### config.mk
export PLATFORM = sky130hd
export DESIGN_NAME = ucb_div
export DESIGN_NICKNAME = d
export VERILOG_FILES = /design/src/hdl/ucb_pkg.sv /design/src/hdl/ucb_div.sv
export SDC_FILE = /design/constraint.sdc
export NUM_CORES = 1
export LEC_CHECK = 0
export BUFFER_PORTS_ARGS = -buffer_cell sky130_fd_sc_hd__buf_2
export CAP_MARGIN = 20
export CORE_MARGIN = 1.5
export CORE_UTILIZATION = 50
export CTS_CLUSTER_SIZE = 40
export DETAILED_ROUTE_END_ITERATION = 10
export PLACE_DENSITY = 0.79
export SKIP_CTS_REPAIR_TIMING = 1
export SLEW_MARGIN = 20
export SYNTH_ARGS = -nofsm -noshare
export SYNTH_HDL_FRONTEND = slang
export SYNTH_SLANG_ARGS = --single-unit
### constraint.sdc
create_clock -name clock -period 3.52 [get_ports clock]
set_input_delay 0.352 -clock clock [delete_from_list [all_inputs] [get_ports clock]]
set_output_delay 0.352 -clock clock [all_outputs]
set_load 0.03 [all_outputs]
### src/hdl/ucb_pkg.sv
// Shared types, constants and helper functions for the UCB1 bandit scheduler.
// No dependencies; imported by every module of the block.
package ucb_pkg;

   localparam int NUM_ARMS  = 64;
   localparam int ARM_W     = (NUM_ARMS > 1) ? $clog2(NUM_ARMS) : 1;
   localparam int ID_W      = 7;
   localparam int CNT_W     = 32;
   localparam int MASK_W    = 64;
   localparam int DIV_W     = 48;
   localparam int LN_W      = 21;
   localparam int SQ_W      = 24;
   localparam int SCORE_W   = 25;
   localparam int CSR_IDX_W = 2;

   localparam logic [CNT_W-1:0] CNT_MAX       = '1;
   localparam logic [31:0]      LFSR_TAPS     = 32'h8020_0003;
   localparam logic [15:0]      LN2_Q16       = 16'd45426;
   localparam logic [16:0]      Q16_ONE       = 17'h1_0000;
   localparam logic [CNT_W-1:0] SKIP_MIN_SEL  = 32'd10;
   localparam logic [CNT_W-1:0] REACH_MIN_SEL = 32'd100;
   localparam logic [CNT_W-1:0] EPS_LIMIT     = 32'd10;
   // ceil(2^35 / 10): (x * EPS_RECIP) >> 35 is x / 10 for any 32-bit x
   localparam logic [31:0]      EPS_RECIP     = 32'hCCCC_CCCD;

   localparam logic [CSR_IDX_W-1:0] CSR_ENABLE = 2'd0;
   localparam logic [CSR_IDX_W-1:0] CSR_SEED   = 2'd1;

   localparam logic OP_SELECT = 1'b0;
   localparam logic OP_UPDATE = 1'b1;

   localparam logic [1:0] OC_FAIL        = 2'd0;
   localparam logic [1:0] OC_NOT_REACHED = 2'd1;
   localparam logic [1:0] OC_TRAPPED     = 2'd2;
   localparam logic [1:0] OC_COMPLETED   = 2'd3;

   typedef struct packed {
      logic [CNT_W-1:0] sel;
      logic [CNT_W-1:0] reach;
      logic [CNT_W-1:0] comp;
      logic [CNT_W-1:0] fail;
   } arm_cnt_type;

   typedef enum logic [4:0] {
      ST_IDLE, ST_UPD_RD, ST_UPD_WR,
      ST_RES_RD, ST_RES_CHK, ST_RES_DIV, ST_RES_END,
      ST_EPS, ST_EPS_DIV, ST_ACT_DIV, ST_PICK,
      ST_LN, ST_LOG,
      ST_UCB_RD, ST_UCB_CHK, ST_UCB_DIV1, ST_UCB_DIV2, ST_UCB_SQRT,
      ST_UCB_CMP, ST_UCB_TIE, ST_UCB_END,
      ST_DONE
   } sched_state_type;

   typedef enum logic [2:0] {
      LG_IDLE, LG_NORM, LG_SQ, LG_ACC, LG_MUL, LG_DONE
   } log_state_type;

   function automatic logic [CNT_W-1:0] sat_inc(input logic [CNT_W-1:0] v);
      return (v == CNT_MAX) ? v : v + 1'b1;
   endfunction

   function automatic logic [31:0] lfsr_step(input logic [31:0] s);
      logic [31:0] n;
      n = s >> 1;
      if (s[0]) begin
         n = n ^ LFSR_TAPS;
      end
      return n;
   endfunction

endpackage

### src/hdl/ucb_div.sv
// Radix-2 restoring divider, one quotient bit per cycle.
// Depends on ucb_pkg.
module ucb_div
   import ucb_pkg::*;
(
   input  logic             clock,
   input  logic             reset,
   input  logic             start,
   input  logic [DIV_W-1:0] dividend,
   input  logic [CNT_W-1:0] divisor,
   output logic             done,
   output logic [DIV_W-1:0] quotient,
   output logic [CNT_W-1:0] remainder
);

   localparam int STEP_W = $clog2(DIV_W + 1);

   logic              run_ff;
   logic [STEP_W-1:0] step_ff;
   logic              done_ff;
   logic [DIV_W-1:0]  quo_ff;
   logic [CNT_W-1:0]  rem_ff;
   logic [CNT_W-1:0]  dvs_ff;
   logic [CNT_W:0]    part;
   logic [CNT_W:0]    diff;

   assign part = {rem_ff, quo_ff[DIV_W-1]};
   assign diff = part - {1'b0, dvs_ff};

   always_ff @(posedge clock) begin
      if (reset) begin
         run_ff  <= 1'b0;
         done_ff <= 1'b0;
         step_ff <= '0;
      end else begin
         done_ff <= 1'b0;
         if (start) begin
            run_ff  <= 1'b1;
            step_ff <= '0;
         end else if (run_ff) begin
            step_ff <= step_ff + 1'b1;
            if (step_ff == STEP_W'(DIV_W - 1)) begin
               run_ff  <= 1'b0;
               done_ff <= 1'b1;
            end
         end
      end
   end

   always_ff @(posedge clock) begin
      if (start) begin
         quo_ff <= dividend;
         rem_ff <= '0;
         dvs_ff <= divisor;
      end else if (run_ff) begin
         if (!diff[CNT_W]) begin
            rem_ff <= diff[CNT_W-1:0];
            quo_ff <= {quo_ff[DIV_W-2:0], 1'b1};
         end else begin
            rem_ff <= part[CNT_W-1:0];
            quo_ff <= {quo_ff[DIV_W-2:0], 1'b0};
         end
      end
   end

   assign done      = done_ff;
   assign quotient  = quo_ff;
   assign remainder = rem_ff;

endmodule

# Word-level counts from Yosys, hierarchy flattened
# Index checks and enable logic that the tools add are counted.
dict set report classes {
  bitwise_logic 1
  addsub 2
  reduce_logical 3
  n_mux 8
  n_eq_ne 1
}
# cell count
set op_table {}
lappend op_table {{48-bit two-way mux} 2}
lappend op_table {{33-bit by 32-bit subtractor with 33-bit output} 1}
lappend op_table {{32-bit two-way mux} 1}
lappend op_table {{6-bit by 1-bit adder with 6-bit output, second input constant} 1}
lappend op_table {{6-bit == test, second input constant} 1}
lappend op_table {{1-bit two-way mux} 5}
lappend op_table {{3-bit OR reduction} 1}
lappend op_table {{2-bit nonzero test} 1}
lappend op_table {{2-bit OR reduction} 1}
lappend op_table {{1-bit inverter} 1}
dict set report totals {
  out_inout_bits 81
  elab_cells 21
  inputBits 83
  regBits 120
}

# Logic depth before layout (Yosys ltp)
dict set report depth {
  ltp_word 4
  ltp_mapped 13
  mapped_depth_nobuf 12
}

# Worst setup path after synthesis
# No wires, ideal clock.
dict set report synth_path {
  kind {reg-to-reg}
  startpoint {reg quo_ff[47], in the netlist quotient[47]}
  endpoint {reg rem_ff[31], in the netlist remainder[31]}
  t_required_ns 3.405
  arrival_ns 2.921
  path_stages_with_launch 14
  slack_ns 0.483
  path_buffers 1
  cell_sequence {edfxtp_1 > inv_1 > ha_1 > fa_1 > nand2b_1 > a21oi_1 > or3b_1 > a21oi_2 > a211oi_1 > or4_1 > nand3_2 > buf_6 > o32ai_1 > a31o_1}
}
dict set report synth_between {
  elab_chain_len 2
}
# item line
set synth_lines {}
lappend synth_lines {{start: declaration} ucb_div.sv:21} ;# logic [DIV_W-1:0] quo_ff;
lappend synth_lines {{start signal: assignment} ucb_div.sv:52} ;# quo_ff <= dividend;
lappend synth_lines {{start signal: assignment} ucb_div.sv:58} ;# quo_ff <= {quo_ff[DIV_W-2:0], 1'b1};
lappend synth_lines {{start signal: assignment} ucb_div.sv:61} ;# quo_ff <= {quo_ff[DIV_W-2:0], 1'b0};
lappend synth_lines {{33-bit by 32-bit subtractor with 33-bit output} ucb_div.sv:28} ;# assign diff = part - {1'b0, dvs_ff};
lappend synth_lines {{32-bit two-way mux} ucb_div.sv:56} ;# if (!diff[CNT_W]) begin
lappend synth_lines {{end signal: assignment} ucb_div.sv:57} ;# rem_ff <= diff[CNT_W-1:0];
lappend synth_lines {{end signal: assignment} ucb_div.sv:60} ;# rem_ff <= part[CNT_W-1:0];
lappend synth_lines {{end: declaration} ucb_div.sv:22} ;# logic [CNT_W-1:0] rem_ff;
# No other way between the ends.
# A chain may end at the register's enable or synchronous reset.

# Final worst setup path
dict set report layout_path {
  startpoint {reg quo_ff[47], in the netlist quotient[47]}
  endpoint {reg rem_ff[9], in the netlist remainder[9]}
}
# Same word-level chain as after synthesis.

==> results.sh <==
export IMPL_status="completed"
export IMPL_fin_nets=883
export IMPL_ir_drop_v=0.0003986
export IMPL_finalSetupViolCount=0
export IMPL_start_util=0.5144
export IMPL_gp_congestion=0.8739
export IMPL_dp_cells=919
export IMPL_fin_cells=951
export IMPL_arrival_ns=3.51
export IMPL_dieArea_um2=13730
export IMPL_synth_edf_count=80
export IMPL_async_flop_share=0
export IMPL_slew_violations=0
export IMPL_cp_required_ns=3.79
export IMPL_chipWidth_um=117.2
export IMPL_slowest_stage="or4_1"
export IMPL_clkTransAtPathRegs_ns=0.06
export IMPL_fill_cells=1008
export IMPL_ys_warn_count=0
export IMPL_fin_crit_ns=3.241
export IMPL_post_route_util=0.6379
export IMPL_crit_top_cell="a211oi_1"
export IMPL_synth_top_area_cell="edfxtp_1"
export IMPL_place_hpwl_mm=11.16
export IMPL_cts_root_buf="clkbuf_16"
export IMPL_cp_startpoint="quotient[47]"
export IMPL_skew_ns=0.008441
export IMPL_synthCells=603
export IMPL_die_h_um=117.2
export IMPL_tightestPinTransition_ns=0.8098
export IMPL_max_freq_ghz=0.3085
export IMPL_num_rows=41
export IMPL_hp_class="primary input to flop"
export IMPL_max_slew_margin=0.4601
export IMPL_grt_antenna_before_repair=2
export IMPL_grt_ovfl_total=0
export IMPL_synth_most_common_cell="edfxtp_1"
export IMPL_design_core_area_um2=12670
export IMPL_rsz0062_at_grt="no"
export IMPL_portBuffers=163
export IMPL_grt_max_degree=67
export IMPL_cp_max_fo=21
export IMPL_vias=5193
export IMPL_synthTopCellsByCount="edfxtp_1, nor2_1, mux2_2, inv_1, dfxtp_1"
export IMPL_p_per_area_nw_per_um2=556.0
export IMPL_insertion_delay_ns=0.42
export IMPL_drc=0
export IMPL_grt_use_total=0.2360
export IMPL_io_pins=164
export IMPL_cts_buffers=17
export IMPL_synth_top_area_frac=0.3686
export IMPL_ys_types=54
export IMPL_vias_per_cell=5.461
export IMPL_critPathKind="flop to flop"
export IMPL_grt_pass1_wl_mm=24.61
export IMPL_final_hold_violation_count=0
export IMPL_cts_sinks=120
export IMPL_multi_input_area_um2=3033
export IMPL_drt_iter0_drc=263
export IMPL_wire_per_inst_um=16.39
export IMPL_crit_chain="inv_1, ha_1, fa_1, nand2b_1, a21oi_1, or3b_1, a21oi_2, a211oi_1, or4_1, nand3_2, buf_4, mux2i_1, a211oi_1"
export IMPL_seq_area_frac_synth=0.4915
export IMPL_crit_end="remainder[9]"
export IMPL_seq_area_um2=3204
export IMPL_cts_buffer_depth=2
export IMPL_power_static_leakage_nw=3.484
export IMPL_syn_area_um2=6518
export IMPL_drv_cap=0
export IMPL_area_delta_synth_final_pct=24.02
export IMPL_start_kind="flop"
export IMPL_htreeDepth=4
export IMPL_netlist_top_cells_area="edfxtp_1, dfxtp_1, mux2_2"
export IMPL_reg2reg_to="remainder[9]"
export IMPL_ys_flop_type="edfxtp_1"
export IMPL_r2r_start="quotient[47]"
export IMPL_p_total_w=0.004494
export IMPL_setup_tns_ns=0
export IMPL_holdPathStages=2
export IMPL_min_period_over_period=0.9209
export IMPL_antenna_left=0
export IMPL_reg2reg_slack_ns=0.28
export IMPL_min_from="reset"
export IMPL_drt_pass1_iter_count=5
export IMPL_cts_tree="yes"
export IMPL_slowest_delay_ns=0.50
export IMPL_synth_avg_cell_area_um2=10.81
export IMPL_ys_ff_latch=120
export IMPL_cp_end_kind="flop"
export IMPL_wl_mm=15.59
export IMPL_grt_pass1_vias=5231
export IMPL_syn_nets=720
export IMPL_drive_gt1_frac=0.3286
export IMPL_rr_worst_depth=13
export IMPL_antenna_cells=0
==> power breakdown <==
group,total (W),internal (W),switching [W]
clock,0.00177,0.00112,0.000655
sequential,0.00173,0.00165,0.0000787
combinational,0.000997,0.000385,0.000612
total,0.00449,0.00315,0.00135
==> cell type report <==
| cell class | count | share of cell area |
|---|---|---|
| repair buffers | 170 | 0.1077 |
| clock inverters | 14 | 0.02136 |
| flip-flops and latches | 120 | 0.3964 |
| multi-input cells | 415 | 0.3752 |
| clock buffers | 18 | 0.05310 |
| well taps | 172 | 0.02663 |
| inverters | 42 | 0.01950 |
==> worst max-delay path, delay by kind of cell, from the launching register on <==
| family | cells | cell delay (ns) |
|---|---|---|
| buf+inv | 2 | 0.41 |
| mux | 1 | 0.25 |
| simple gates | 4 | 1.12 |
| compound gates | 4 | 0.50 |
| fa+ha+maj | 2 | 0.40 |
| flops | 1 | 0.40 |
==> how the worst min path moves through the flow <==
stage	end	slack, ns
floorplan	run_ff	0.42
global placement	step_ff[5]	0.47
detailed placement	step_ff[5]	0.49
CTS	run_ff	0.09
global route	run_ff	0.08
finish	run_ff	0.09
==> placed cells by master (no fill, tap or decap), types with 9 or more instances in the layout <==
| master | count |
|---|---|
| mux2_2 | 48 |
| edfxtp_1 | 80 |
| xor2_1 | 12 |
| a21oi_1 | 39 |
| clkbuf_16 | 17 |
| ha_1 | 33 |
| a211oi_1 | 27 |
| inv_1 | 41 |
| o21ai_0 | 25 |
| mux2i_1 | 27 |
| xnor2_1 | 21 |
| dfxtp_1 | 39 |
| nand2_1 | 36 |
| nor2_1 | 55 |
| buf_2 | 162 |
| and3_1 | 9 |
==> metal layers <==
layer / vias up / GRT usage / part of all wire
met5: - / 0 / 0.0019
li1: 2537 / - / -
met1: 2449 / 0.2693 / 0.42
met3: 28 / 0.08702 / 0.074
met2: 175 / 0.4023 / 0.49
met4: 4 / 0.09478 / 0.020
==> cell families (layout without fill, tap and decap cells) <==
family,count (synthesis),after routing,synth area share
AO/OA/AOI/OAI,131,131,0.1298
XOR/XNOR,33,33,0.04435
adder cells (fa/ha/maj),34,34,0.06642
buffers and inverters,68,244,0.04319
flip-flops,120,120,0.4915
multiplexers,75,75,0.1244
AND/OR/NAND/NOR,142,142,0.1004
==> sequential cells by signal (all words and copies together), names as in the netlist <==
name       flops
quotient      48
dvs_ff        32
remainder     32
step_ff        6
done           1
run_ff         1
==> stage by stage <==
stage	hold WS [ns]	cell area, um2	setup slack, ns
global route	0.07911	8083	0.06616
finish	0.09365	8083	0.2786
floorplan	0.4244	6518	0.4833
CTS	0.08591	8083	0.2679
global placement	0.4665	7481	0.4363
detailed placement	0.4879	7481	0.2909
Power figures use the tool's default switching activity.
