`src/hdl/ucb_pkg.sv`:
```
// Shared types, constants and helper functions for the UCB1 bandit scheduler.
// No dependencies; imported by every module of the block.
package ucb_pkg;

   localparam int NUM_ARMS  = 64;
   localparam int ARM_W     = (NUM_ARMS > 1) ? $clog2(NUM_ARMS) : 1;
   localparam int ID_W      = 7;
   localparam int CNT_W     = 32;
   localparam int MASK_W    = 64;
   localparam int DIV_W     = 48;
   localparam int LN_W      = 21;
   localparam int SQ_W      = 24;
   localparam int SCORE_W   = 25;
   localparam int CSR_IDX_W = 2;

   localparam logic [CNT_W-1:0] CNT_MAX       = '1;
   localparam logic [31:0]      LFSR_TAPS     = 32'h8020_0003;
   localparam logic [15:0]      LN2_Q16       = 16'd45426;
   localparam logic [16:0]      Q16_ONE       = 17'h1_0000;
   localparam logic [CNT_W-1:0] SKIP_MIN_SEL  = 32'd10;
   localparam logic [CNT_W-1:0] REACH_MIN_SEL = 32'd100;
   localparam logic [CNT_W-1:0] EPS_LIMIT     = 32'd10;
   // ceil(2^35 / 10): (x * EPS_RECIP) >> 35 is x / 10 for any 32-bit x
   localparam logic [31:0]      EPS_RECIP     = 32'hCCCC_CCCD;

   localparam logic [CSR_IDX_W-1:0] CSR_ENABLE = 2'd0;
   localparam logic [CSR_IDX_W-1:0] CSR_SEED   = 2'd1;

   localparam logic OP_SELECT = 1'b0;
   localparam logic OP_UPDATE = 1'b1;

   localparam logic [1:0] OC_FAIL        = 2'd0;
   localparam logic [1:0] OC_NOT_REACHED = 2'd1;
   localparam logic [1:0] OC_TRAPPED     = 2'd2;
   localparam logic [1:0] OC_COMPLETED   = 2'd3;

   typedef struct packed {
      logic [CNT_W-1:0] sel;
      logic [CNT_W-1:0] reach;
      logic [CNT_W-1:0] comp;
      logic [CNT_W-1:0] fail;
   } arm_cnt_type;

   typedef enum logic [4:0] {
      ST_IDLE, ST_UPD_RD, ST_UPD_WR,
      ST_RES_RD, ST_RES_CHK, ST_RES_DIV, ST_RES_END,
      ST_EPS, ST_EPS_DIV, ST_ACT_DIV, ST_PICK,
      ST_LN, ST_LOG,
      ST_UCB_RD, ST_UCB_CHK, ST_UCB_DIV1, ST_UCB_DIV2, ST_UCB_SQRT,
      ST_UCB_CMP, ST_UCB_TIE, ST_UCB_END,
      ST_DONE
   } sched_state_type;

   typedef enum logic [2:0] {
      LG_IDLE, LG_NORM, LG_SQ, LG_ACC, LG_MUL, LG_DONE
   } log_state_type;

   function automatic logic [CNT_W-1:0] sat_inc(input logic [CNT_W-1:0] v);
      return (v == CNT_MAX) ? v : v + 1'b1;
   endfunction

   function automatic logic [31:0] lfsr_step(input logic [31:0] s);
      logic [31:0] n;
      n = s >> 1;
      if (s[0]) begin
         n = n ^ LFSR_TAPS;
      end
      return n;
   endfunction

endpackage

```
`src/hdl/ucb_log.sv`:
```
// Natural log in Q16 of a 32-bit count: normalize, 16 squarings, scale by ln 2.
// Depends on ucb_pkg.
module ucb_log
   import ucb_pkg::*;
(
   input  logic             clock,
   input  logic             reset,
   input  logic             start,
   input  logic [CNT_W-1:0] value,
   output logic             done,
   output logic [LN_W-1:0]  ln_q16
);

   log_state_type state_ff, state_in;
   logic [4:0]    k_ff;
   logic [3:0]    iter_ff;
   logic [31:0]   m_ff;
   logic [63:0]   sq_ff;
   logic [15:0]   frac_ff;
   logic [36:0]   prod_ff;
   logic [32:0]   t;

   assign t = sq_ff[63:31];

   always_comb begin
      state_in = state_ff;
      unique case (state_ff)
         LG_IDLE: if (start) state_in = LG_NORM;
         LG_NORM: if (m_ff[31]) state_in = LG_SQ;
         LG_SQ:   state_in = LG_ACC;
         LG_ACC:  state_in = (iter_ff == 4'd15) ? LG_MUL : LG_SQ;
         LG_MUL:  state_in = LG_DONE;
         LG_DONE: state_in = LG_IDLE;
         default: state_in = LG_IDLE;
      endcase
   end

   always_comb begin
      done   = (state_ff == LG_DONE);
      ln_q16 = prod_ff[36:16];
   end

   always_ff @(posedge clock) begin
      if (reset) begin
         state_ff <= LG_IDLE;
      end else begin
         state_ff <= state_in;
      end
   end

   always_ff @(posedge clock) begin
      case (state_ff)
         LG_IDLE: begin
            m_ff    <= value;
            k_ff    <= 5'd31;
            iter_ff <= '0;
            frac_ff <= '0;
         end
         LG_NORM: begin
            if (!m_ff[31]) begin
               m_ff <= {m_ff[30:0], 1'b0};
               k_ff <= k_ff - 1'b1;
            end
         end
         LG_SQ: sq_ff <= m_ff * m_ff;
         LG_ACC: begin
            frac_ff <= {frac_ff[14:0], t[32]};
            m_ff    <= t[32] ? t[32:1] : t[31:0];
            iter_ff <= iter_ff + 1'b1;
         end
         LG_MUL: prod_ff <= {k_ff, frac_ff} * LN2_Q16;
         default: ;
      endcase
   end

endmodule
```
`config.mk`:
```
export PLATFORM = sky130hd
export DESIGN_NAME = ucb_log
export DESIGN_NICKNAME = d
export VERILOG_FILES = /design/src/hdl/ucb_pkg.sv /design/src/hdl/ucb_log.sv
export SDC_FILE = /design/constraint.sdc
export NUM_CORES = 2
export LEC_CHECK = 0
export BUFFER_PORTS_ARGS = -buffer_cell sky130_fd_sc_hd__buf_2
export CORE_MARGIN = 3
export CORE_UTILIZATION = 40
export DETAILED_ROUTE_END_ITERATION = 7
export PLACE_DENSITY = 0.66
export SYNTH_ARGS = -nofsm -noshare
export SYNTH_HDL_FRONTEND = slang
export SYNTH_SLANG_ARGS = --single-unit
```
`constraint.sdc`:
```
create_clock -name clock -period 9.3 [get_ports clock]
set_input_delay 1.86 -clock clock [delete_from_list [all_inputs] [get_ports clock]]
set_output_delay 1.86 -clock clock [all_outputs]
set_load 0.1 [all_outputs]
```
; After elaboration in Yosys (flattened, before gate mapping)
; Cells that the tools add are included.
[word_totals]
register_bits = 160
latch_bits = 0
ram_bits = 0
mem_bits_ro = 0
in_bits = 35
output_inout_bits = 22
elab_cells = 39
memories = 0
[op_classes]
addsub = 2
mul = 2
div_mod_pow = 0
magnitude_cmp = 0
n_eq_ne = 9
n_shift = 0
mux = 11
n_bitwise = 0
reduce_logical = 7
[op_table]
columns = operator, n
row1 = 32-bit case mux with 3 select lines, 1
row2 = 32-bit by 32-bit multiplier with 64-bit output, 1
row3 = 32-bit 2-to-1 mux, 2
row4 = "21-bit by 15-bit multiplier with 36-bit output, second input constant", 1
row5 = 16-bit case mux with 2 select lines, 1
row6 = 3-bit case mux with 5 select lines, 1
row7 = 5-bit case mux with 2 select lines, 1
row8 = 3-bit 2-to-1 mux, 3
row9 = 4-bit case mux with 2 select lines, 1
row10 = "3-bit by 2-bit equality test with 1-bit output, second input constant", 2
row11 = "3-bit equality test, second input constant", 2
row12 = "2-bit inequality test, second input constant", 3
row13 = 2-bit AND reduction, 3
row14 = 5-bit 2-to-1 mux, 1
row15 = "5-bit by 1-bit subtractor with 5-bit output, second input constant", 1
row16 = "4-bit by 1-bit adder with 4-bit output, second input constant", 1
row17 = "4-bit equality test, second input constant", 1
row18 = 2-bit nonzero test, 2
row19 = "3-bit by 1-bit equality test with 1-bit output, second input constant", 1
row20 = 3-bit logical NOT, 1
row21 = 3-bit nonzero test, 1

; Logic depth before layout (Yosys ltp)
[logic_depth]
depth_word = 3
ltp_mapped = 32
ltp_nobuf = 29

; Worst setup path before layout
; OpenSTA, ideal clock, no wires.
[synth_timing]
path_type = reg-to-reg
startpoint = register m_ff[8]
endpoint = register sq_ff[63] (data pin)
setup_ns = 0.260
t_arrival_ns = 7.244
t_required_ns = 9.040
setup_slack_ns = 1.796
path_stages_with_launch = 28
n_path_buf = 2
period_less_slack_ns = 7.504
path_cell_list = edfxtp_1 > clkbuf_1 > clkbuf_1 > nand2_1 > fa_1 > fa_1 > inv_1 > fa_1 > inv_1 > fa_1 > inv_1 > fa_1 > fa_1 > fa_1 > inv_1 > fa_1 > inv_1 > ha_1 > nand2_1 > or3_1 > or2_0 > a211oi_1 > a21oi_1 > o211ai_1 > nand2_1 > o21ai_1 > a21oi_1 > xnor2_1
[synth_via]
elab_chain_len = 1
[synth_lines]
columns = element, line
row1 = "start, declared", ucb_log.sv:17  ; logic [31:0] m_ff;
row2 = "start signal, assigned", ucb_log.sv:54  ; m_ff <= value;
row3 = "start signal, assigned", ucb_log.sv:61  ; m_ff <= {m_ff[30:0], 1'b0};
row4 = "start signal, assigned", ucb_log.sv:68  ; m_ff <= t[32] ? t[32:1] : t[31:0];
row5 = 32-bit by 32-bit multiplier with 64-bit output, ucb_log.sv:65  ; LG_SQ: sq_ff <= m_ff * m_ff;
row6 = "end signal, assigned", ucb_log.sv:65
row7 = "end, declared", ucb_log.sv:18  ; logic [63:0] sq_ff;
; Every way passes these cells.
; A chain may end at the register's enable or synchronous reset.

; Worst setup path in the final report
[layout_timing]
startpoint = register m_ff[25]
endpoint = register sq_ff[63] (data pin)
; The elaborated chain is that of the path after synthesis.

==> results.toml <==
[finish]
final_util = 0.431
diodes = 0
final_nets = 5309
area.growth.synth_to_final_pct = 6.56
fill_cells = 9227
fin_area_sq_mm = 0.0410
layout-drive-gt1-share = 0.0546

[routing]
routed_via_density = 4.94
drt-wirelength-per-cell_microns = 18.5
ant_nets = 0
route.vias.total = 25800
total_wirelength_of_the_detailed_routed_design_microns = 96400
drc = 0
drt-pass1-iter-count = 5
first_iter_violations = 1425

[yosys]
synthTopCellsByArea = "sky130_fd_sc_hd__fa_1 47%, sky130_fd_sc_hd__ha_1 14%, sky130_fd_sc_hd__inv_1 11%"
synth-edff-count = 111
synth_top_cells_by_count = "1166 x sky130_fd_sc_hd__inv_1, 896 x sky130_fd_sc_hd__fa_1, 438 x sky130_fd_sc_hd__ha_1"
postSynth.asyncResetShare = 0
yosys_register_bits = 114
ys.flop_type = "sky130_fd_sc_hd__edfxtp_1"
synthesis.nets = 5300
yosysWarnings = 0
post-synth-top-area-fraction = 0.466
seq_area_frac_synth = 0.0881
netlist-cell-type-count = 64
synth.cell_area_sq_mm = 0.0385
yosysMostFrequentCell = "sky130_fd_sc_hd__inv_1"
synth_largest_area_cell = "sky130_fd_sc_hd__fa_1"
synthesis.instances = 3931
synthesized_area_divided_by_synthesized_cell_count_sq_um = 9.80

[timing]
unrepaired_setup_endpoints_after_global_routing = "false"
setup-violations-final = 0
period_share = 0.953
totalNegativeSetupSlack_ns = 0
period_minus_slack_ns = 8.87
timing.hold.ws_ns = 0.601
max-slew-margin-rel = 0.248
skew_ns = 0.0145
slew_viol_final = 0
report.final.hold_viol_count = 0
timing_worst_slew_pin_value_ns = 1.13
maxClockFrequency_ghz = 0.113

[place]
port-buffer-count = 56
globalplace.congestion = 0.944
place_hpwl_microns = 81100
placement.cell_area_sq_mm = 0.0404

[die]
die_area_sq_mm = 0.100
placeableCoreArea_sq_mm = 0.0953
rows = 113
floorplan.die.height_microns = 316
floorplan.initialDensity = 0.404
fp.dieW_microns = 316
num_io_pins = 57

[setup_path]
cp_common_cell = "sky130_fd_sc_hd__fa_1"
critPathRequiredTime_ns = 9.48
worst_path_max_delay_cell = "sky130_fd_sc_hd__edfxtp_1"
worst_ep_arrival_time_ns = 9.05
cp_capture_point = "sq_ff[63]"
launching_instance_or_port_of_the_critical_path = "m_ff[25]"
regToRegEndpoint = "sq_ff[63]"
worstSetupEndpointType = "flop"
crit_path_max_fanout = 19
critical_path_class = "flop to flop"
worstPathCellList = "buf_4 -> and2_1 -> inv_1 -> fa_1 -> inv_1 -> fa_1 -> fa_1 -> fa_1 -> fa_1 -> fa_1 -> fa_1 -> ha_1 -> ha_1 -> nand4_1 -> or3_1 -> or2_0 -> a211oi_1 -> a21oi_1 -> o211ai_1 -> nand2_1 -> o21ai_1 -> a21oi_1 -> xnor2_1"
maximum_cell_stage_delay_along_the_critical_path_ns = 1.06
crit-reg2reg-launch = "m_ff[25]"
worst_r2r_path_cells = 23
worstSetupStartpointType = "flop"
regToRegSetupSlack_ns = 0.43

[global_routing]
grt_pass1_vias = 28800
global_route.usage.total = 0.203
first_pass_grt_wire_length_microns = 157000
grt_remaining_overflow = 0
initial_antenna_violation_count = 2
grt_start_max_net_pins = 49

[clock_network]
cts_tree = "built"
cts_max_path_buffers = 2
cts_hold_buf = 0
cts.sink_count = 114
post-cts-setup-buffer-count = 0
cts_root_buffer = "sky130_fd_sc_hd__clkbuf_16"
clk-insertion-delay-late_ns = 0.44
postCtsResizedCells = 0
htree_num_levels = 4
path_clk_slew_ns = 0.06
cts_buffers = 17

[flow_run]
drv_cap = 0

[outcome]
run_status = "complete, no violations"

[hold_path]
holdCritPathClass = "flop to flop"
## metal layers
layer  vias up  wire length (microns)  track usage  part of all wire
li1      11700                      -            -                 -
met4         0                   2740       0.0551             0.028
met1     13100                  40800        0.274              0.42
met2       798                  46500        0.343              0.48
met5         -                      0            0                 0
met3       159                   6420       0.0290             0.067
## worst max-delay path: cells and delay by family (launching register included)
kind	cells	cell delay (ns)
adder cells (fa/ha/maj)	9	4.20
AND/OR/NAND/NOR	5	1.42
AO/OA/AOI/OAI	5	1.18
flip-flops	1	1.06
buffers and inverters	3	0.61
XOR/XNOR	1	0.13
## stage by stage
stage,cells,worst slack [ns]
finish,5218,0.434
detailed placement,5186,0.627
global route,5218,0.0743
global placement,5186,0.660
floorplan,3931,1.80
CTS,5218,0.587
## how the worst min path moves through the flow
stage / start / end / slack [ns] / cells past startpoint
floorplan: iter_ff[0] / iter_ff[0] / 0.56 / 1
global placement: iter_ff[0] / iter_ff[0] / 0.58 / 1
detailed placement: iter_ff[0] / iter_ff[0] / 0.59 / 1
CTS: iter_ff[0] / iter_ff[0] / 0.60 / 1
global route: iter_ff[0] / iter_ff[0] / 0.63 / 1
finish: iter_ff[0] / iter_ff[0] / 0.60 / 1
## cells in the final DEF, fill, tap and decap left out, types with 5 or more instances in the layout
master	count
sky130_fd_sc_hd__inv_6	5
sky130_fd_sc_hd__nand3_1	17
sky130_fd_sc_hd__xor2_1	37
sky130_fd_sc_hd__o211ai_1	5
sky130_fd_sc_hd__o21bai_1	10
sky130_fd_sc_hd__and2_1	227
sky130_fd_sc_hd__buf_2	56
sky130_fd_sc_hd__xnor2_1	58
sky130_fd_sc_hd__inv_1	1166
sky130_fd_sc_hd__and3_1	16
sky130_fd_sc_hd__clkbuf_16	17
sky130_fd_sc_hd__nand2_1	293
sky130_fd_sc_hd__nor3b_1	5
sky130_fd_sc_hd__buf_4	69
sky130_fd_sc_hd__a31oi_1	20
sky130_fd_sc_hd__nand4_1	15
sky130_fd_sc_hd__ha_1	438
sky130_fd_sc_hd__nor2_1	149
sky130_fd_sc_hd__a211oi_1	5
sky130_fd_sc_hd__nor2b_1	17
sky130_fd_sc_hd__a21o_1	44
sky130_fd_sc_hd__fa_1	896
sky130_fd_sc_hd__nor3_1	10
sky130_fd_sc_hd__a221oi_1	27
sky130_fd_sc_hd__edfxtp_1	111
sky130_fd_sc_hd__mux2_2	31
sky130_fd_sc_hd__o21ai_0	40
sky130_fd_sc_hd__a21oi_1	75
sky130_fd_sc_hd__o21a_1	9
sky130_fd_sc_hd__a31o_2	7
sky130_fd_sc_hd__clkinv_4	6
## logic make-up after synthesis
family,count (synthesis),share of synthesized area
muxes,34,0.00984
xor gates and xnor gates,95,0.0216
and+or+nand+nor,769,0.0956
adders and majority gates,1334,0.608
AOI/OAI and AO/OA,283,0.0497
DFF,114,0.0881
buffers and inverters,1302,0.127
## layout make-up
cell class	instances	area (sq um)	area share
clock inverters	15	198	0.00482
flip-flops and latches	114	3390	0.0827
well taps	1265	1580	0.0386
clock buffers	17	425	0.0104
inverters	1167	4380	0.107
multi-input cells	2515	30300	0.737
repair buffers	125	798	0.0195
## registers in the layout (all words and copies together), names as in the netlist
signal	count
prod_ff	21
m_ff	32
sq_ff	33
frac_ff	16
iter_ff	4
state_ff	3
k_ff	5
Power is left out: the tool's default activity adds up to more than one toggle a clock period on the data nets, which glitch-free logic cannot reach.
