<file path="config.mk">
export PLATFORM = sky130hd
export DESIGN_NAME = ucb_sqrt
export DESIGN_NICKNAME = d
export VERILOG_FILES = /design/src/hdl/ucb_pkg.sv /design/src/hdl/ucb_sqrt.sv
export SDC_FILE = /design/constraint.sdc
export NUM_CORES = 1
export LEC_CHECK = 0
export ABC_AREA = 1
export BUFFER_PORTS_ARGS = -buffer_cell sky130_fd_sc_hd__buf_2
export CORE_MARGIN = 10
export CORE_UTILIZATION = 35
export CTS_BUF_LIST = sky130_fd_sc_hd__clkbuf_4
export CTS_CLUSTER_SIZE = 30
export DETAILED_ROUTE_END_ITERATION = 8
export HOLD_SLACK_MARGIN = 0.12
export PLACE_DENSITY = 0.63
export SETUP_SLACK_MARGIN = 0.2
export SYNTH_ARGS = -nofsm -noshare
export SYNTH_HDL_FRONTEND = slang
export SYNTH_SLANG_ARGS = --single-unit
</file>
<file path="constraint.sdc">
create_clock -name clock -period 3.1 [get_ports clock]
set_clock_uncertainty 0.15 [all_clocks]
set_input_delay 0 -clock clock [delete_from_list [all_inputs] [get_ports clock]]
set_output_delay 0 -clock clock [all_outputs]
set_load 0.02 [all_outputs]
</file>
<file path="src/hdl/ucb_pkg.sv">
// Shared types, constants and helper functions for the UCB1 bandit scheduler.
// No dependencies; imported by every module of the block.
package ucb_pkg;

   localparam int NUM_ARMS  = 64;
   localparam int ARM_W     = (NUM_ARMS > 1) ? $clog2(NUM_ARMS) : 1;
   localparam int ID_W      = 7;
   localparam int CNT_W     = 32;
   localparam int MASK_W    = 64;
   localparam int DIV_W     = 48;
   localparam int LN_W      = 21;
   localparam int SQ_W      = 24;
   localparam int SCORE_W   = 25;
   localparam int CSR_IDX_W = 2;

   localparam logic [CNT_W-1:0] CNT_MAX       = '1;
   localparam logic [31:0]      LFSR_TAPS     = 32'h8020_0003;
   localparam logic [15:0]      LN2_Q16       = 16'd45426;
   localparam logic [16:0]      Q16_ONE       = 17'h1_0000;
   localparam logic [CNT_W-1:0] SKIP_MIN_SEL  = 32'd10;
   localparam logic [CNT_W-1:0] REACH_MIN_SEL = 32'd100;
   localparam logic [CNT_W-1:0] EPS_LIMIT     = 32'd10;
   // ceil(2^35 / 10): (x * EPS_RECIP) >> 35 is x / 10 for any 32-bit x
   localparam logic [31:0]      EPS_RECIP     = 32'hCCCC_CCCD;

   localparam logic [CSR_IDX_W-1:0] CSR_ENABLE = 2'd0;
   localparam logic [CSR_IDX_W-1:0] CSR_SEED   = 2'd1;

   localparam logic OP_SELECT = 1'b0;
   localparam logic OP_UPDATE = 1'b1;

   localparam logic [1:0] OC_FAIL        = 2'd0;
   localparam logic [1:0] OC_NOT_REACHED = 2'd1;
   localparam logic [1:0] OC_TRAPPED     = 2'd2;
   localparam logic [1:0] OC_COMPLETED   = 2'd3;

   typedef struct packed {
      logic [CNT_W-1:0] sel;
      logic [CNT_W-1:0] reach;
      logic [CNT_W-1:0] comp;
      logic [CNT_W-1:0] fail;
   } arm_cnt_type;

   typedef enum logic [4:0] {
      ST_IDLE, ST_UPD_RD, ST_UPD_WR,
      ST_RES_RD, ST_RES_CHK, ST_RES_DIV, ST_RES_END,
      ST_EPS, ST_EPS_DIV, ST_ACT_DIV, ST_PICK,
      ST_LN, ST_LOG,
      ST_UCB_RD, ST_UCB_CHK, ST_UCB_DIV1, ST_UCB_DIV2, ST_UCB_SQRT,
      ST_UCB_CMP, ST_UCB_TIE, ST_UCB_END,
      ST_DONE
   } sched_state_type;

   typedef enum logic [2:0] {
      LG_IDLE, LG_NORM, LG_SQ, LG_ACC, LG_MUL, LG_DONE
   } log_state_type;

   function automatic logic [CNT_W-1:0] sat_inc(input logic [CNT_W-1:0] v);
      return (v == CNT_MAX) ? v : v + 1'b1;
   endfunction

   function automatic logic [31:0] lfsr_step(input logic [31:0] s);
      logic [31:0] n;
      n = s >> 1;
      if (s[0]) begin
         n = n ^ LFSR_TAPS;
      end
      return n;
   endfunction

endpackage

</file>
<file path="src/hdl/ucb_sqrt.sv">
// Digit-by-digit integer square root, one root bit per cycle.
// Depends on ucb_pkg.
module ucb_sqrt
   import ucb_pkg::*;
(
   input  logic             clock,
   input  logic             reset,
   input  logic             start,
   input  logic [DIV_W-1:0] radicand,
   output logic             done,
   output logic [SQ_W-1:0]  root
);

   localparam int STEP_W = $clog2(SQ_W + 1);
   localparam int REM_W  = SQ_W + 2;

   logic              run_ff;
   logic              done_ff;
   logic [STEP_W-1:0] step_ff;
   logic [DIV_W-1:0]  rad_ff;
   logic [SQ_W-1:0]   root_ff;
   logic [REM_W-1:0]  rem_ff;
   logic [REM_W-1:0]  part;
   logic [REM_W-1:0]  trial;

   assign part  = {rem_ff[REM_W-3:0], rad_ff[DIV_W-1 -: 2]};
   assign trial = {root_ff, 2'b01};

   always_ff @(posedge clock) begin
      if (reset) begin
         run_ff  <= 1'b0;
         done_ff <= 1'b0;
         step_ff <= '0;
      end else begin
         done_ff <= 1'b0;
         if (start) begin
            run_ff  <= 1'b1;
            step_ff <= '0;
         end else if (run_ff) begin
            step_ff <= step_ff + 1'b1;
            if (step_ff == STEP_W'(SQ_W - 1)) begin
               run_ff  <= 1'b0;
               done_ff <= 1'b1;
            end
         end
      end
   end

   always_ff @(posedge clock) begin
      if (start) begin
         rad_ff  <= radicand;
         root_ff <= '0;
         rem_ff  <= '0;
      end else if (run_ff) begin
         rad_ff <= {rad_ff[DIV_W-3:0], 2'b00};
         if (part >= trial) begin
            rem_ff  <= part - trial;
            root_ff <= {root_ff[SQ_W-2:0], 1'b1};
         end else begin
            rem_ff  <= part;
            root_ff <= {root_ff[SQ_W-2:0], 1'b0};
         end
      end
   end

   assign done = done_ff;
   assign root = root_ff;

endmodule

</file>
**Word-level counts from Yosys, hierarchy flattened**

Cells that the tools add are included.

- Register bits after elaboration: 103
- Bits of input ports: 51
- Output and inout port bits: 25
- Word-level logic and storage cells: 22

- $add $sub $neg: 2
- Magnitude comparators: 1
- Eq/ne operators: 1
- Mux-type cells: 8
- Bitwise logic cells: 1
- Reduce and logical (&&, ||, !) cells: 3

Operators by type and width:

| operator | count |
|---|---|
| two-way mux 48 bit | 2 |
| greater-or-equal comparator 26 bit | 1 |
| two-way mux 24 bit | 1 |
| subtractor 24 bit | 1 |
| adder 5 x 1 -> 5 bit (second input constant) | 1 |
| == test 5 bit (second input constant) | 1 |
| two-way mux 1 bit | 5 |
| OR reduction 3 bit | 1 |
| nonzero test 2 bit | 1 |
| OR reduction 2 bit | 1 |
| inverter 1 bit | 1 |

**Longest topological paths before layout**

Gate-level depths: netlist (run 1).

- Word-level depth: 4
- Depth in mapped cells: 15
- Mapped depth without buffers: 15

**Worst setup path after synthesis (run 1)**

Ideal clock, no wire load.

- Path kind: flip-flop to flip-flop
- Start point: reg run_ff
- End point: reg rad_ff[0] (enable)
- Setup time: 0.431 ns
- Arrival time: 2.384 ns
- Data required time: 2.519 ns
- Setup slack: 0.135 ns
- Cell stages (with the launch flop): 5
- Buffers on the path: 2
- Period minus slack after synthesis: 2.965 ns
- Cells stage by stage: dfxtp_1 -> clkbuf_1 -> nor2_1 -> inv_1 -> buf_1

- Longest elaborated chain between the ends: 1

Ends and longest elaborated chain:

| what | RTL line | RTL |
|---|---|---|
| from (decl) | ucb_sqrt.sv:17 | `logic run_ff;` |
| from (signal assigned) | ucb_sqrt.sv:31 | `run_ff <= 1'b0;` |
| from (signal assigned) | ucb_sqrt.sv:37 | `run_ff <= 1'b1;` |
| from (signal assigned) | ucb_sqrt.sv:42 | `run_ff <= 1'b0;` |
| nonzero test 2 bit (no source line) | - |  |
| to (signal assigned) | ucb_sqrt.sv:51 | `rad_ff <= radicand;` |
| to (signal assigned) | ucb_sqrt.sv:55 | `rad_ff <= {rad_ff[DIV_W-3:0], 2'b00};` |
| to (decl) | ucb_sqrt.sv:20 | `logic [DIV_W-1:0] rad_ff;` |

Every way passes these cells.
A chain may end at the register's enable or synchronous reset.

**Worst setup path in the final report (run 1)**

- Start point: reg root_ff[0] (netlist: root[0])
- End point: reg rem_ff[17]

- Longest elaborated chain between the ends: 2
- Elaborated cells on any way between the ends: 3
- Classes of those cells: add/sub: 1; order compare: 1; mux: 1

Ends and longest elaborated chain:

| what | RTL line | RTL |
|---|---|---|
| from (decl) | ucb_sqrt.sv:21 | `logic [SQ_W-1:0] root_ff;` |
| from (signal assigned) | ucb_sqrt.sv:58 | `root_ff <= {root_ff[SQ_W-2:0], 1'b1};` |
| from (signal assigned) | ucb_sqrt.sv:61 | `root_ff <= {root_ff[SQ_W-2:0], 1'b0};` |
| subtractor 24 bit / greater-or-equal comparator 26 bit (equally long branches) | ucb_sqrt.sv:57, ucb_sqrt.sv:56 |  |
| two-way mux 24 bit * | ucb_sqrt.sv:56 | `if (part >= trial) begin` |
| to (signal assigned) | ucb_sqrt.sv:57 | `rem_ff <= part - trial;` |
| to (signal assigned) | ucb_sqrt.sv:60 | `rem_ff <= part;` |
| to (decl) | ucb_sqrt.sv:22 | `logic [REM_W-1:0] rem_ff;` |

Every way passes the cells marked *; elsewhere a longest branch is shown, timed or not.

==> results.md, run 1 <==
- Among all flip-flop cells after synthesis, the most frequent one is dfxtp_1.
- The pin count of the biggest net entering global routing is 54.
- The area growth from synthesis to layout is 35.3%.
- The met1 demand-to-capacity share in global routing is 20.7%.
- The flow ran to the end, and the final reports show no timing, DRC or antenna violations.
- In the post-synthesis netlist, the cell with the most instances is nand2_1.
- The power consumption is 0.00627 W.
- The detailed-router iteration count before antenna repair is 5.
- The clock tree synthesis step divided the H-tree into 3 levels.
- The worst path uses 78.0% of the clock period.
- The final layout contains routed wiring with a total length of 19.1 mm.
- The first global-routing pass estimated 31.2 mm of wire.
- The biggest area consumer among synthesized cells is edfxtp_1.
- Once routing completed, OpenROAD measured the worst setup slack at 0.681 ns.
- Before CTS, the worst setup slack after placement is 0.725 ns.
- Summing over every cut layer, the via total after detailed routing is 5981.
- Buffers placed on the I/O ports in this run total 75.
- Synthesis instantiated 42 different standard cells from the library.
- The initial antenna violation count is 2.
- The vertical die dimension is 150 um.
- The number of buffers and inverters on the critical path is 1.
- The count of standard-cell rows is 47.
- Setup violations remaining at the end of the flow were counted as 0.
- For the pin with the worst max-slew slack, the measured transition is 0.872 ns.
- The type of the setup path with the least slack is reg2reg.
- The Yosys warning count is 0.
- At the worst endpoint, the arrival time is 2.72 ns.
- In this run the post-CTS setup repair buffer count came out at 0.
- The final max-slew violation count is 0.
- STA classifies the critical path startpoint as a register.
- Data on the critical path is required at its endpoint by 3.40 ns.
- The area of the core region is 0.0166 mm2.
- Summed over its instances, the top area cell type makes up 24.3% of the synthesized netlist area.
- The post-synthesis net count is 882.
- The worst stage delay on the critical path is 0.43 ns.
- The number of clock buffers inserted by TritonCTS is 9.
- The overall track demand over capacity in global routing is 17.5%.
- The cell repeated most along the worst path is nor2_1.
- After detailed routing, the number of remaining DRC violations is 0.
- The number of max-capacitance violations reported is 0.
- Summing every instance area after synthesis gives 0.00594 mm2.
- The TritonCTS clock tree is done.
- Cells fill 48.5% of the core in the end.
- The commonest cells after synthesis are nand2_1, inv_1, dfxtp_1, edfxtp_1, nand3_1.
- In this run the static leakage power is 3.90 nW.
- The highest clock frequency the design can meet is 413 MHz.
- The tightest hold margin is 0.209 ns.
- The worst path in the final design needs a cycle of 2.42 ns, including I/O delays and setup.
- Sorting the synthesized cells by area gives the leading types as edfxtp_1, nand2_1, dfxtp_1, inv_1, ha_1.
- The horizontal extent of the die is 150 um.
- The count of final hold-check violations came to 0.
- The highest-delay cell along the critical path is dfxtp_1.
- The post-detailed-route wirelength per cell is 15.5 um.
- For this run, asynchronously set or reset flops after synthesis account for 0%.
- The tree built by TritonCTS fans out to 103 sinks.
- In this run, synthesis inferred 48 flip-flops with an integrated enable.
- The flip-flop and latch count after synthesis is 103.
- Setup repair after global routing left no endpoint under its margin.
- The count of nets after finishing is 1087.
- The worst pin sits at a relative slew slack of 41.8%.
- The worst-skew pair later-pin latency is 0.52 ns.
- The critical path goes through inv_1 -> ha_1 -> nand2_1 -> nor2_1 -> nand2_1 -> nor2_1 -> nand2_1 -> nand3_2 -> nor2_4 -> nand2_8 -> nand2_1 -> nor2_1 -> nor2_1 -> nor2_1.
- In this run the remaining antenna-violating nets after routing total 0.
- The total global routing overflow is 0.
- The busiest metal layer after global routing is met2.
- The number of buffers on the longest clock path is 2.
- The clock-pin transition on the worst setup and hold timing paths is 0.17 ns.
- For this run, the register share of the synthesized area comes to 42.8%.
- The number of design-rule violations left by the first detailed-router iteration is 359.
- The met2 routing resource usage after global routing is 30.0%.
- The largest fanout of any net on the critical path is 36.
- Adding up every negative setup slack in the final design gives 0 ns.
- The type of destination of the critical path is a register.
- The sum of net half-perimeters after detailed placement is 11.9 mm.
- The post-synthesis area per instance is 7.38 um2.
- The initial cell density of the core is 35.8%.
- The largest vdd supply drop is 497 uV.
- Of the cells placed in the final design, the portion with a size suffix greater than 1 is 14.0%.
- In this design, the largest share of critical-path delay is due to simple AND/OR/NAND/NOR gates.
- For this run, global-route usage on met3 was measured as 5.01%.
- The I/O pin count is 76.
- The library cell used as clock root buffer is clkbuf_4.
- The congestion estimate from routability-driven global placement came to 0.912.
- The number of global-route vias before repair came to 6062.
- For this design the ratio of total power to cell area is 780 mW/mm2.
- The full die area is 0.0226 mm2.
- The number of vias per cell is 4.84.
- Synthesis produced a netlist whose cell count is 804.
- The class of the tightest hold or removal check is in2reg.
-- state kept, by name (all words and copies together), names as in the netlist --
| signal | cells |
|---|---|
| rad_ff | 48 |
| rem_ff | 24 |
| root | 24 |
| step_ff | 5 |
| done | 1 |
| run_ff | 1 |
-- power by group --
| part | switching, W | total, W | internal (W) |
|---|---|---|---|
| sequential | 0.000121 | 0.00172 | 0.00160 |
| combinational | 0.00250 | 0.00382 | 0.00132 |
| clock | 0.000534 | 0.000722 | 0.000188 |
| total | 0.00316 | 0.00627 | 0.00311 |
-- path summary, 6_finish.rpt --
check / depth (start not counted) / startpoint / end / slack [ns]
max: 14 / root[0]$_SDFFE_PP0P_ / rem_ff[17]$_SDFFE_PP0P_ / 0.68
min: 4 / reset / step_ff[1]$_SDFFE_PP0P_ / 0.21
max reg2reg: 14 / root[0]$_SDFFE_PP0P_ / rem_ff[17]$_SDFFE_PP0P_ / 0.68
min reg2reg: 2 / rem_ff[22]$_SDFFE_PP0P_ / rem_ff[22]$_SDFFE_PP0P_ / 0.33
-- cell type report --
type	count	area, um2
timing repair buffer	222	1840
antenna	2	5.00
clock inverter	7	67.6
tap	220	275
multi-input combinational	570	2850
clock buffer	9	67.6
fill	1611	8550
inverter	103	387
sequential	103	2540
-- what timing repair did --
item / CTS / global route
endpoints found under the hold margin: 88 / 0
gates resized for setup: 0 / 0
hold buffers: 138 / 0
-- logic make-up after synthesis --
| family | after synthesis | synth area share, % |
|---|---|---|
| DFF | 103 | 42.8 |
| adders and majority gates | 27 | 5.69 |
| AOI/OAI and AO/OA | 77 | 7.84 |
| xor gates and xnor gates | 9 | 1.33 |
| and+or+nand+nor | 457 | 33.2 |
| buffers and inverters | 131 | 9.10 |
-- cells in the final DEF, fill, tap and decap left out, types with 4 or more instances in the layout --
| master | count |
|---|---|
| dlygate4sd3_1 | 138 |
| inv_6 | 4 |
| nor2_1 | 35 |
| nand4_1 | 14 |
| clkbuf_4 | 9 |
| o22ai_1 | 23 |
| xor2_1 | 6 |
| o21ai_2 | 4 |
| buf_2 | 75 |
| nand3_1 | 43 |
| edfxtp_1 | 48 |
| a21oi_1 | 27 |
| ha_1 | 27 |
| nand3_2 | 12 |
| or2_1 | 4 |
| nand2_1 | 320 |
| o21ai_0 | 9 |
| nor2_2 | 5 |
| buf_4 | 8 |
| inv_1 | 92 |
| nor3_1 | 12 |
| inv_2 | 11 |
| dfxtp_1 | 55 |
-- metrics by stage --
step,instances,area (um2)
2_1_floorplan,804,5940
3_3_place_gp,1080,6510
3_5_place_dp,1080,6510
4_1_cts,1234,8030
5_1_grt,1236,8040
6_report,1236,8040
-- tightest hold or removal path: stages --
cell           delay [ns]
dlygate4sd3_1        0.53
buf_2                0.10
or2_2                0.16
a21oi_1              0.05
-- routing by layer --
metal  wire length (um)  vias up
met5                  0        -
met2               9490      179
li1                   -     3000
met3               1320       25
met1               7960     2777
met4                324        0
Note: power is estimated with default switching activity, not from simulation.
==> run 2: changes to the inputs <==
Settings changed: PLACE_DENSITY 0.63 to 0.61.
Clock period 3.1 ns to 2.4 ns, I/O delays scaled along.
==> run 2 against run 1 <==
  * Cell count rose by 3.0%
  * Critical endpoint unchanged
  * Power rose by 64%
  * Clock power rose by 22%
==> results.md, run 2 (synthesis gave the netlist of run 1 again) <==
- The post-detailed-route wirelength per cell was 16.4 um (+6.2%).
- The number of cell instances on the worst register-to-register path is 15 (+1).
- The sum of net half-perimeters after detailed placement is 12.3 mm (+3.9%).
- The data arrival time of the worst path is 2.43 ns (-0.29 ns).
- The worst setup path is of the reg2reg kind.
- The slack of the worst reg-to-reg path is 0.23 ns (-0.46 ns).
- The worst-skew pair later-pin latency is 0.50 ns (-0.02 ns).
- The vertical die dimension is 150 um (unchanged).
- The final core area utilization is 54.0% (+5.6 points).
- The number of max-capacitance violations reported is 0 (unchanged).
- The highest clock frequency the design can meet was 460 MHz (+11%).
- The largest vdd supply drop came to 629 uV (+27%).
- From synthesis to final layout, the design area changed by 50.9%.
- The final-layout fill cell count is 1568 (-2.7%).
- The post-route DRC violation count was 0 (unchanged).
- The remaining number of nets flagged by the antenna check after routing is 0 (unchanged).
- The horizontal extent of the die is 150 um (unchanged).
- The number of vias per cell is 4.92 (+1.7%).
- The number of global-route vias before repair is 6167 (+1.7%).
- The initial antenna violation count came to 0 (-2).
- The count of final hold-check violations was 0 (unchanged).
- The power density over the cells is 1150 mW/mm2 (+47%).
- The worst setup timing slack at the placement stage is 0.0100 ns (-0.715 ns).
- The final weighted congestion of routability-driven global placement is 0.965 (+5.8%).
- The relative contribution of sequential cells to total power came to 22.2% (-5.2 points).
- The share of total power in combinational logic came to 69.2% (+8.2 points).
- The wire length of the first global-routing pass is 32.7 mm (+4.9%).
- The overall track demand over capacity in global routing is 18.4% (+0.92 points).
- The routed length on met1 was 8.69 mm (+9.2%).
- The sum of negative setup slack is 0 ns (unchanged).
- The amount of wire on met3 after detailed routing was 1.26 mm (-4.8%).
- The largest fanout of any net on the critical path came to 7 (-81%).
- The number of clock buffers inserted by TritonCTS is 9 (unchanged).
- In this run the critical register-to-register path is launched from root[5]$_SDFFE_PP0P_.
- Setup repair after global routing could not meet its margin everywhere.
- The final clock period utilization by the worst path is 90.6% (+13 points).
- The number of flip-flops under the largest register name is 48 (unchanged).
- The total wirelength of the detailed-routed design is 20.9 mm (+9.3%).
- The count of nets after finishing is 1126 (+3.6%).
- The clock-pin transition on the worst setup and hold timing paths is 0.17 ns (about the same).
- The number of design-rule violations left by the first detailed-router iteration is 429 (+19%).
- The area of the core region is 0.0166 mm2 (unchanged).
- The detailed-router iteration count before antenna repair came to 5 (unchanged).
- The flow ran to the end, and the final reports show no timing, DRC or antenna violations.
- The share of total power in the clock network is 8.6% (-2.9 points).
- The number of buffers added on ports is 75 (unchanged).
- The total internal power was 0.00519 W (+67%).
- The sum of met2 wire segment lengths after detailed routing is 10.3 mm (+8.7%).
- The count of standard-cell rows came to 47 (unchanged).
- The final count of negative-setup-slack endpoints came to 0 (unchanged).
- The worst-margin pin slew is 0.522 ns (-0.350 ns).
- TritonCTS built the clock tree.
- STA classifies the critical path startpoint as a register.
- The pin count of the biggest net entering global routing came to 50 (-7.4%).
- The initial cell density of the core is 35.8% (unchanged).
- The total leakage power is 4.20 nW (+7.7%).
- The switching part of the total power was 49.5% (-0.86 points).
- In the layout the commonest cells are nand2_1, dlygate4sd3_1, buf_2.
- The final max-slew violation count was 0 (unchanged).
- CTS placed an instance of clkbuf_4 at the clock tree root.
- The via count is 6267 (+4.8%).
- The net load switching power is 0.00509 W (+61%).
- The tightest min-delay check is of the in2reg type.
- The startpoint of the most critical setup path is root[5]$_SDFFE_PP0P_.
- The relative slew slack is 65.1% (+23 points).
- The reg-to-reg critical path endpoint is rem_ff[17]$_SDFFE_PP0P_.
- The library cell used most frequently in the layout, excluding fill and tap cells, is nand2_1.
- The number of buffers on the longest clock path is 2 (unchanged).
- The number of antenna cells inserted was 0 (-2).
- The ratio of cells with drive above 1 in the final layout is 30.9% (+17 points).
- The type of destination of the critical path is a register.
- The full die area is 0.0226 mm2 (unchanged).
- The clock sink count is 103 (unchanged).
- The final setup slack of the worst path is 0.226 ns (-0.455 ns).
- The uppermost signal routing layer after detailed routing is met4.
- The register name with the most flops is rad_ff.
- The I/O pin count is 76 (unchanged).
- Following the worst setup path forward leads to its endpoint at rem_ff[17]$_SDFFE_PP0P_.
- The total global routing overflow is 0 (unchanged).
- The clock period minus worst slack is 2.17 ns (-0.245 ns).
- The H-tree level count was 3 (unchanged).
- The required time of the critical path is 2.65 ns (-0.75 ns).
[run 2: layout make-up]
| cell class | instances | area [um2] | share of cell area [%] |
|---|---|---|---|
| multi-input cells | 576 | 3470 | 38.7 |
| repair buffers | 255 | 2110 | 23.5 |
| well taps | 220 | 275 | 3.07 |
| inverters | 103 | 389 | 4.34 |
| flip-flops and latches | 103 | 2600 | 29.0 |
| clock inverters | 6 | 42.5 | 0.475 |
| clock buffers | 10 | 75.1 | 0.838 |
[run 2: how the worst min path moves through the flow]
stage / startpoint / to / slack [ns] / cells after the start
global placement: reset / run_ff$_SDFF_PP0_ / 0.04 / 2
CTS: start / rem_ff[17]$_SDFFE_PP0P_ / 0.13 / 3
detailed placement: reset / run_ff$_SDFF_PP0_ / 0.05 / 2
floorplan: reset / run_ff$_SDFF_PP0_ / -0.07 / 1
finish: radicand[21] / rad_ff[21]$_DFFE_PP_ / 0.20 / 4
global route: start / rem_ff[17]$_SDFFE_PP0P_ / 0.14 / 3
[run 2: power groups by stage]
| stage | clock network [W] | logic (W) | registers (W) |
|---|---|---|---|
| final | 0.000882 | 0.00712 | 0.00228 |
| after global routing | 0.000992 | 0.00769 | 0.00230 |
| after CTS | 0.000908 | 0.00617 | 0.00224 |
| after detailed placement | 0 | 0.00487 | 0.00225 |
| after global placement | 0 | 0.00488 | 0.00225 |
| after floorplan | 0 | 0.00380 | 0.00220 |
[run 2: what timing repair did]
action / 4_1_cts / 5_1_grt
hold buffers: 123 / 0
hold endpoints to repair: 96 / 0
cloned: 5 / 2
resized for setup: 49 / 116
endpoints found under the setup margin: 25 / 25
pin swaps: 8 / 30
buffers inserted: 12 / 20
[run 2: through the flow]
stage | power, W | hold slack, ns | area, um2 | std cells
floorplan | 0.00600 | -0.0707 | 5940 | 804
global placement | 0.00712 | 0.0445 | 6640 | 1095
detailed placement | 0.00712 | 0.0484 | 6640 | 1095
CTS | 0.00932 | 0.134 | 8460 | 1251
global route | 0.0110 | 0.144 | 8960 | 1273
finish | 0.0103 | 0.202 | 8960 | 1273
[run 2: critical path, stage by stage (launching register included)]
cell and delay [ns]:
dfxtp_2 0.37, inv_2 0.05, ha_4 0.28, nand2_1 0.05
nand2_1 0.13, nand2_1 0.08, nand2_1 0.12, inv_2 0.05
nand3_2 0.09, nand3_4 0.14, buf_6 0.16, buf_6 0.12
nand4_1 0.09, nand2_1 0.07, nor2_1 0.09, nor2_1 0.04
[run 2: metal layers]
| layer | GRT usage (%) | vias up |
|---|---|---|
| met5 | 0 | - |
| met4 | 5.98 | 0 |
| met3 | 5.91 | 48 |
| met2 | 31.4 | 214 |
| met1 | 21.3 | 2909 |
| li1 | - | 3096 |
==> run 3: changes to the inputs <==
Settings changed: PLACE_DENSITY 0.61 to default, PLACE_DENSITY_LB_ADDON from default to 0.2.
==> run 3 against run 2 <==
  * Sequential share of layout area shrank 0.32 points
  * Fmax down 0.23%
  * Design area is 0.71% higher
  * Combinational power fell by 3.7%
  * Via count shrank 1.1%
  * Largest power group unchanged
  * Critical path depth down 10
  * First-iteration DRC count fell by 25%
  * Worst setup slack worse by 0.0051 ns
  * Clock-buffer cell count decreased by 1
==> results.md, run 3 (synthesis gave the netlist of run 1 again) <==
- The horizontal extent of the die came to 150 um (unchanged).
- The instance count along the most critical hold path is 3 (-1).
- The number of clock buffers inserted by TritonCTS came to 9 (unchanged).
- The launch point of the worst hold path is start.
- The ratio of cells with drive above 1 in the final layout is 30.2% (-0.71 points).
- The count of standard-cell rows is 47 (unchanged).
- The relative slew slack is 64.1% (-1.0 points).
- The I/O pin count is 76 (unchanged).
- The H-tree level count is 3 (unchanged).
- The vertical die dimension is 150 um (unchanged).
- The number of design-rule violations left by the first detailed-router iteration is 322 (-25%).
- The worst setup path is captured at a register.
- The detailed-router iteration count before antenna repair came to 5 (unchanged).
- The count of final hold-check violations is 0 (unchanged).
- Compared with the post-synthesis result, the final layout area differs by 52.0%.
- The clock sink count is 103 (unchanged).
- The number of buffers added on ports was 75 (unchanged).
- The startpoint type of the worst setup path is a register.
- The largest vdd supply drop is 592 uV (-5.8%).
- The final clock period utilization by the worst path came to 90.8% (+0.21 points).
- TritonCTS built the clock tree.
- The worst hold path terminates at rem_ff[17]$_SDFFE_PP0P_.
- Setup repair after global routing could not meet its margin everywhere.
- The largest fanout of any net on the critical path is 14 (+7).
- The count of nets after finishing was 1131 (+0.44%).
- The slack of the worst reg-to-reg path is 0.22 ns (about the same).
- The number of buffers on the longest clock path is 2 (unchanged).
- The full die area is 0.0226 mm2 (unchanged).
- The final max-slew violation count came to 0 (unchanged).
- The number of flip-flops under the largest register name was 48 (unchanged).
- The post-detailed-route wirelength per cell was 15.5 um (-5.8%).
- The required time of the critical path is 2.64 ns (about the same).
- The initial cell density of the core is 35.8% (unchanged).
- Leaving out fill and tap cells, the most frequent cells in the layout are nand2_1, dlygate4sd3_1, buf_2.
- The pin count of the biggest net entering global routing was 53 (+6.0%).
- The power density over the cells came to 1120 mW/mm2 (-2.0%).
- The number of global-route vias before repair was 6261 (+1.5%).
- The area of the core region is 0.0166 mm2 (unchanged).
- The highest-delay cell along the critical path is dlygate4sd3_1.
- The post-route DRC violation count is 0 (unchanged).
- The sum of net half-perimeters after detailed placement is 12.5 mm (+1.7%).
- The class of the tightest hold or removal check is in2reg.
- The library cell used most frequently in the layout, excluding fill and tap cells, is nand2_1.
- The number of vias per cell was 4.85 (-1.5%).
- The total leakage power was 4.27 nW (+1.7%).
- The worst stage delay on the critical path is 0.64 ns (+0.27 ns).
- The final count of negative-setup-slack endpoints was 0 (unchanged).
- The sum of negative setup slack is 0 ns (unchanged).
- The setup path with the least slack is of type reg2reg.
- The cell repeated most along the worst path is dlygate4sd3_1.
- The worst-skew pair later-pin latency is 0.51 ns (about the same).
- The launch point of the worst reg-to-reg path is run_ff$_SDFF_PP0_.
- The final instance count without filler cells came to 1278 (+0.39%).
- The flow ran to the end, and the final reports show no timing, DRC or antenna violations.
- The clock period minus worst slack was 2.18 ns (+0.00510 ns).
- The total wirelength of the detailed-routed design is 19.8 mm (-5.4%).
- The via count is 6200 (-1.1%).
- The reg-to-reg critical path endpoint is run_ff$_SDFF_PP0_.
- The tree is rooted in a clkbuf_4.
- The number of max-capacitance violations reported is 0 (unchanged).
- The final weighted congestion of routability-driven global placement is 0.985 (+2.1%).
- The critical path starts at run_ff$_SDFF_PP0_.
- The power consumption is 0.0101 W (-1.3%).
- The data arrival time of the worst path came to 2.42 ns (about the same).
- The wire length of the first global-routing pass is 31.6 mm (-3.4%).
- The number of cell instances on the worst register-to-register path is 5 (-10).
- The overall track demand over capacity in global routing is 17.5% (-0.85 points).
- Walking the worst path, the cells encountered are nor2_1 -> dlygate4sd3_1 -> buf_6 -> nor3_1 -> dlygate4sd3_1.
- The remaining number of nets flagged by the antenna check after routing is 0 (unchanged).
- The number of antenna cells inserted is 0 (unchanged).
- The initial antenna violation count was 0 (unchanged).
- The total global routing overflow is 0 (unchanged).
- The highest clock frequency the design can meet is 459 MHz (-0.23%).
- The clock-pin transition on the worst setup and hold timing paths came to 0.16 ns (about the same).
- rad_ff holds more flip-flops than any other register.
- The worst-margin pin slew is 0.537 ns (+0.0150 ns).
- The total placed cells including tap cells is 1113 (+1.6%).
## run 3: cell count changes in the layout (fill, tap and decap cells not counted), sizes merged
cell / change
clkinvlp: -1
dlygate4sd3: +7
clkbuf: -1
clkinv: -1
buf: +2
bufinv: +1
nand2: -4
inv: +2
## run 3: where the power goes
part / internal [W] / switching [W]
logic: 0.00289 / 0.00397
registers: 0.00208 / 0.000191
clock network: 0.000342 / 0.000675
## run 3: how the worst max path moves through the flow
stage                                    to  slack [ns]
floorplan           rem_ff[19]$_SDFFE_PP0P_        0.22
global placement    rem_ff[22]$_SDFFE_PP0P_       -0.01
detailed placement  rem_ff[22]$_SDFFE_PP0P_       -0.01
CTS                 rem_ff[17]$_SDFFE_PP0P_        0.18
global route        rem_ff[16]$_SDFFE_PP0P_        0.14
finish                    run_ff$_SDFF_PP0_        0.22
## run 3: timing repair
action                     CTS  global route
setup endpoints to repair   25            37
hold endpoints to repair   116             0
setup buffers                3            14
pin swaps                   10            28
resized for setup           39           116
hold buffers               130             0
cloned                       2             0
## run 3: per-stage QoR
step                setup slack (ns)  util [%]  cell area [um2]  hold slack [ns]
global route                   0.141      54.4             9020            0.197
finish                         0.221      54.4             9020            0.219
global placement             -0.0136      40.9             6790           0.0570
CTS                            0.177      51.6             8560            0.191
floorplan                      0.217         -             5940          -0.0707
detailed placement           -0.0137      40.9             6790           0.0534
## run 3: routing by layer
| layer | up-vias | GRT usage [%] | part of all wire, % |
|---|---|---|---|
| li1 | 3096 | - | - |
| met1 | 2931 | 20.6 | 43 |
| met2 | 155 | 31.5 | 50 |
| met3 | 18 | 4.23 | 5.0 |
| met4 | 0 | 4.03 | 1.7 |
| met5 | - | 0 | 0 |
## run 3: worst max-delay path: cells and delay by family (launching register included)
family	cells	cell delay [ns]
buf+inv	3	1.41
flops	1	0.36
simple gates	2	0.16
## run 3: layout make-up
cell class / count / area [um2]
clock buffer: 9 / 67.6
sequential: 103 / 2590
multi-input combinational: 572 / 3410
tap: 220 / 275
clock inverter: 7 / 83.8
inverter: 103 / 392
fill: 1554 / 7560
timing repair buffer: 264 / 2200
